<file path="config.mk">
export PLATFORM = sky130hd
export DESIGN_NAME = mpjs_picker
export DESIGN_NICKNAME = d
export VERILOG_FILES = /design/src/hw/rtl/multi_policy_job_scheduler_defines.svh /design/src/hw/rtl/mpjs_pkg.sv /design/src/hw/rtl/mpjs_picker.sv
export SDC_FILE = /design/constraint.sdc
export NUM_CORES = 1
export LEC_CHECK = 0
export BUFFER_PORTS_ARGS = -buffer_cell sky130_fd_sc_hd__buf_2
export CORE_UTILIZATION = 57
export DETAILED_ROUTE_END_ITERATION = 8
export HOLD_SLACK_MARGIN = 0.06
export PLACE_DENSITY = 0.88
export SYNTH_ARGS = -nofsm -noshare
export SYNTH_HDL_FRONTEND = slang
export SYNTH_SLANG_ARGS = --single-unit
</file>
<file path="constraint.sdc">
create_clock -name clk_i -period 26.4 [get_ports clk_i]
set_input_delay 1.32 -clock clk_i [delete_from_list [all_inputs] [get_ports clk_i]]
set_output_delay 1.32 -clock clk_i [all_outputs]
set_load 0.1 [all_outputs]
</file>
<file path="src/hw/rtl/multi_policy_job_scheduler_defines.svh">
// Assertion macros for the job scheduler.
`ifndef MULTI_POLICY_JOB_SCHEDULER_DEFINES_SVH
`define MULTI_POLICY_JOB_SCHEDULER_DEFINES_SVH

// Check a plain invariant on every clock edge out of reset.
`define MPJS_ASSERT_ALWAYS(lbl, cond, msg) \
  lbl: assert property (@(posedge clk_i) disable iff (!rst_ni) (cond)) else $error(msg);

// Check an implication on every clock edge out of reset.
`define MPJS_ASSERT_IMPLY(lbl, ante, cons, msg) \
  lbl: assert property (@(posedge clk_i) disable iff (!rst_ni) (ante) |-> (cons)) \
    else $error(msg);

`endif

</file>
<file path="src/hw/rtl/mpjs_pkg.sv">
// Shared types, codes and helpers for the job scheduler.
package mpjs_pkg;

  localparam int unsigned MAX_JOBS = 32;
  localparam int unsigned IDX_W    = (MAX_JOBS > 1) ? $clog2(MAX_JOBS) : 1;

  typedef enum logic [1:0] {
    OP_NEW    = 2'd0,
    OP_EXPIRE = 2'd1,
    OP_FINISH = 2'd2,
    OP_UNUSED = 2'd3
  } op_e;

  localparam logic [2:0] POL_FCFS     = 3'd0;
  localparam logic [2:0] POL_PRIO     = 3'd1;
  localparam logic [2:0] POL_PRIO_PRE = 3'd2;
  localparam logic [2:0] POL_SRTF     = 3'd3;
  localparam logic [2:0] POL_RR       = 3'd4;
  localparam logic [2:0] POL_SJF      = 3'd5;

  typedef struct packed {
    logic [15:0] number;
    logic [15:0] rank;
    logic [31:0] arrival;
    logic [31:0] length;
    logic [31:0] executed;
    logic [31:0] last_start;
    logic [31:0] first_run;
    logic [31:0] rr_stamp;
  } entry_t;

  // Primary ordering key of an entry under a policy.
  function automatic logic [31:0] key_of(logic [2:0] policy, entry_t rec);
    logic [31:0] key;
    unique case (policy)
      POL_PRIO, POL_PRIO_PRE: key = {16'd0, rec.rank};
      POL_SRTF: key = (rec.executed > rec.length) ? 32'd0 : rec.length - rec.executed;
      POL_RR:   key = rec.rr_stamp;
      POL_SJF:  key = rec.length;
      default:  key = rec.arrival;
    endcase
    return key;
  endfunction

endpackage

</file>
<file path="src/hw/rtl/mpjs_picker.sv">
// Running best-candidate search over a stream of table entries.
module mpjs_picker import mpjs_pkg::*; (
  input  logic             clk_i,
  input  logic             rst_ni,
  input  logic             clear_i,
  input  logic             cand_valid_i,
  input  logic [IDX_W-1:0] cand_idx_i,
  input  entry_t           cand_rec_i,
  input  logic [2:0]       policy_i,
  output logic             best_found_o,
  output logic [IDX_W-1:0] best_idx_o,
  output entry_t           best_rec_o
);

  logic             s1_vld_q;
  logic [IDX_W-1:0] s1_idx_q;
  entry_t           s1_rec_q;
  logic [31:0]      s1_key_q;

  logic             best_found_q;
  logic [IDX_W-1:0] best_idx_q;
  entry_t           best_rec_q;
  logic [31:0]      best_key_q;

  logic wins;
  logic take;

  // Candidates come in rising index order, so a full tie keeps the holder.
  always_comb begin
    wins = (s1_key_q < best_key_q) ||
           ((s1_key_q == best_key_q) &&
            ((s1_rec_q.arrival < best_rec_q.arrival) ||
             ((s1_rec_q.arrival == best_rec_q.arrival) &&
              (s1_rec_q.number < best_rec_q.number))));
    take = s1_vld_q && (!best_found_q || wins);
  end

  always_ff @(posedge clk_i or negedge rst_ni) begin
    if (!rst_ni) begin
      s1_vld_q     <= 1'b0;
      best_found_q <= 1'b0;
    end else begin
      s1_vld_q <= cand_valid_i && !clear_i;
      if (clear_i) begin
        best_found_q <= 1'b0;
      end else if (take) begin
        best_found_q <= 1'b1;
      end
    end
  end

  always_ff @(posedge clk_i) begin
    s1_idx_q <= cand_idx_i;
    s1_rec_q <= cand_rec_i;
    s1_key_q <= key_of(policy_i, cand_rec_i);
    if (take) begin
      best_idx_q <= s1_idx_q;
      best_rec_q <= s1_rec_q;
      best_key_q <= s1_key_q;
    end
  end

  assign best_found_o = best_found_q;
  assign best_idx_o   = best_idx_q;
  assign best_rec_o   = best_rec_q;

endmodule

</file>
==> results.txt <==
Status -> finished clean
Synth Area in Compound Gates -> 9.21%
Sequential share of the synthesized area -> 72.1%
Tcrit/Tclk final -> 20.5%
Post-synth top area share -> 43.1%
Crit path DAT -> 5.61 ns
Crit path required time -> 26.59 ns
Layout cells sized above 1 -> 32.1%
Post-Route WL -> 47,400 um
Fmax -> 184 MHz
Setup-failing EPs final -> 0
Post-Synth XOR/XNOR Area -> 0.963%
Largest net degree at the start of global routing -> 94
Commonest cells post-synth -> 261 x dfxtp_1, 261 x edfxtp_1, 130 x inv_1, 111 x ha_1, 71 x a21oi_1
Hold_buf cts -> 0
Worst Slack Setup Final -> 20.98 ns
Dpl ws -> 21.01 ns
GPL Wtd Cong -> 0.976
Setup crit end kind -> register
Final-stage net count -> 2,124
Ys flop type -> edfxtp_1
Vias in the first global route -> 12,500
HPWL Detailed -> 33,900 um
Synth Area per Inst -> 14.3 sq um
CTS clock-pin slew for the worst setup and hold paths -> 0.07 ns
Num rows -> 65
Global route overflow -> 0
Fin. Hold Viols -> 0
IO Pins -> 466
Multiplexer area fraction after synthesis -> 1.24%
Area delta synth->final -> 24.9%
Resized cells post-CTS -> 0
CTS buffer count -> 48
P per Cell Area -> 84.7 nW/um^2
Synth Area in Simple Gates -> 4.79%
Initial antenna violation count -> 7
RSZ-0062 raised after global routing -> false
Total GRT Usage -> 28.8%
Vias/cell -> 5.45
Synth area leader -> edfxtp_1
Clock latency on the worst-skew pair -> 0.56 ns
Max Cap Viol -> 0
Global-route wire length before repair -> 71,100 um
EDFF count, synth -> 261
WL/cell -> 21.3 um
Core area -> 31,500 sq um
Synth Area in Adders -> 8.57%
Clock Skew -> 0.0247 ns
Post-layout min period -> 5.42 ns
Post-Syn Area -> 18,200 sq um
WHS -> 0.388 ns
Die width -> 181 um
Rel. slew slack -> 17.3%
Router iterations before antenna repair -> 5
Hold Crit Class -> reg2reg
Largest cells by area after synthesis -> edfxtp_1 43%, dfxtp_1 29%, ha_1 7.6%
Overall Power -> 1.92 mW
Max-slew violations -> 0
Post-DRT Antenna Nets -> 0
CTS root buf -> clkbuf_16
Iter 0 DRT Violations -> 867
Startpoint Class -> register
Final Util -> 72.2%
Clk buf depth -> 3
Die height -> 181 um
Vias -> 12,100
Worst-Margin Slew -> 1.24 ns
Critical path type -> reg2reg
YS warnings -> 0
Seq cells post-synth -> 524
Post-CTS Setup Inserts -> 0
Main combinational cell family by area after synthesis -> compound AO/OA/AOI/OAI gates
# clock sinks -> 524
H-Tree Level Count -> 2
Leak -> 10.1 nW
Port bufs -> 465
Worst-path fanout max -> 67
Remaining DRCs -> 0
Post-Synthesis Cells -> 1,274
Area of the die -> 32,600 sq um
Setup_tns -> 0 ns
Yosys cell types -> 66
Initial Util -> 57.8%
VDD IR-drop max -> 0.0000744 V
Syn Nets -> 1,622
Async set or reset register ratio after synthesis -> 0.382%
TritonCTS clock tree -> done
R2R depth -> 12
Hold depth -> 0
## critical path, cell delays in order (launching register included)
cell and delay [ns]:
edfxtp_1 0.34, inv_1 0.05, ha_1 0.30, and3_1 0.19, nand4_1 0.13, or3_1 0.40
or4_1 0.58, or4_1 0.58, nor3_1 0.22, a22oi_1 0.13, nand2_4 0.48, buf_4 0.73
buf_4 0.80
## kinds of logic (layout without fill, tap and decap cells)
kind of cell,count (synthesis),in the layout
AOI/OAI and AO/OA,253,253
xor gates and xnor gates,20,20
adders and majority gates,127,127
buffers and inverters,153,694
DFF,524,524
muxes,19,19
other,0,7
and+or+nand+nor,178,178
## power by group
group / total (mW) / internal (mW) / switching (mW)
Clock: 0.725 / 0.429 / 0.296
Sequential: 0.922 / 0.905 / 0.0179
Combinational: 0.277 / 0.0676 / 0.209
Total: 1.92 / 1.40 / 0.523
## sequential cells by signal, summed over array words and instances, names as in the netlist
name and flops:
best_found_o 1, best_idx_o 5, best_key_q 32, best_rec_o 224
s1_idx_q 5, s1_key_q 32, s1_rec_q 224, s1_vld_q 1
## metal layers
| layer | vias to the layer above | GRT usage, % | share of wire (%) |
|---|---|---|---|
| met5 | - | 0 | 0 |
| met2 | 583 | 51.4 | 51 |
| met1 | 5778 | 32.8 | 37 |
| li1 | 5636 | - | - |
| met4 | 0 | 13.3 | 4.1 |
| met3 | 123 | 6.43 | 7.8 |
## final cells by class
| type | instances | area (sq um) |
|---|---|---|
| Clock inverter | 19 | 241 |
| Antenna cell | 7 | 17.5 |
| Timing Repair Buffer | 475 | 2400 |
| Inverter | 130 | 488 |
| Fill cell | 2016 | 8750 |
| Sequential cell | 524 | 13100 |
| Multi-Input combinational cell | 597 | 4520 |
| Tap cell | 402 | 503 |
| Clock buffer | 70 | 1440 |
## layout by cell type, fill, tap and decap left out, types with 9 or more instances in the layout
cell       count
nand3_1       11
dfxtp_1      261
o21ai_0       30
nor2_1        62
nand2_1       37
a21oi_1       70
inv_1        130
mux2_2        18
clkbuf_16     52
xor2_1        12
ha_1         111
nand4_1       14
o21a_1        10
edfxtp_1     261
o22ai_1       30
maj3_1        15
a21o_1        36
buf_2        465
a31oi_1        9
buf_4         10
clkbuf_1      11
## per-stage QoR
step	instances	area (sq um)
after floorplan	1274	18200
after global placement	2128	21000
after detailed placement	2128	21000
after CTS	2217	22700
after global routing	2224	22700
final	2224	22700
## path summary, 6_finish.rpt
path | slack [ns] | to | startpoint
worst min-delay path | 0.39 | best_rec_o[135] | s1_rec_q[135]
worst min register to register | 0.39 | best_rec_o[135] | s1_rec_q[135]
max in group asynchronous | 25.78 | s1_vld_q | rst_ni
worst max register to register | 20.98 | best_rec_o[48] | best_key_q[30]
min in group asynchronous | 0.53 | best_found_o | rst_ni
worst max-delay path | 20.98 | best_rec_o[48] | best_key_q[30]
Power figures use the tool's default switching activity.
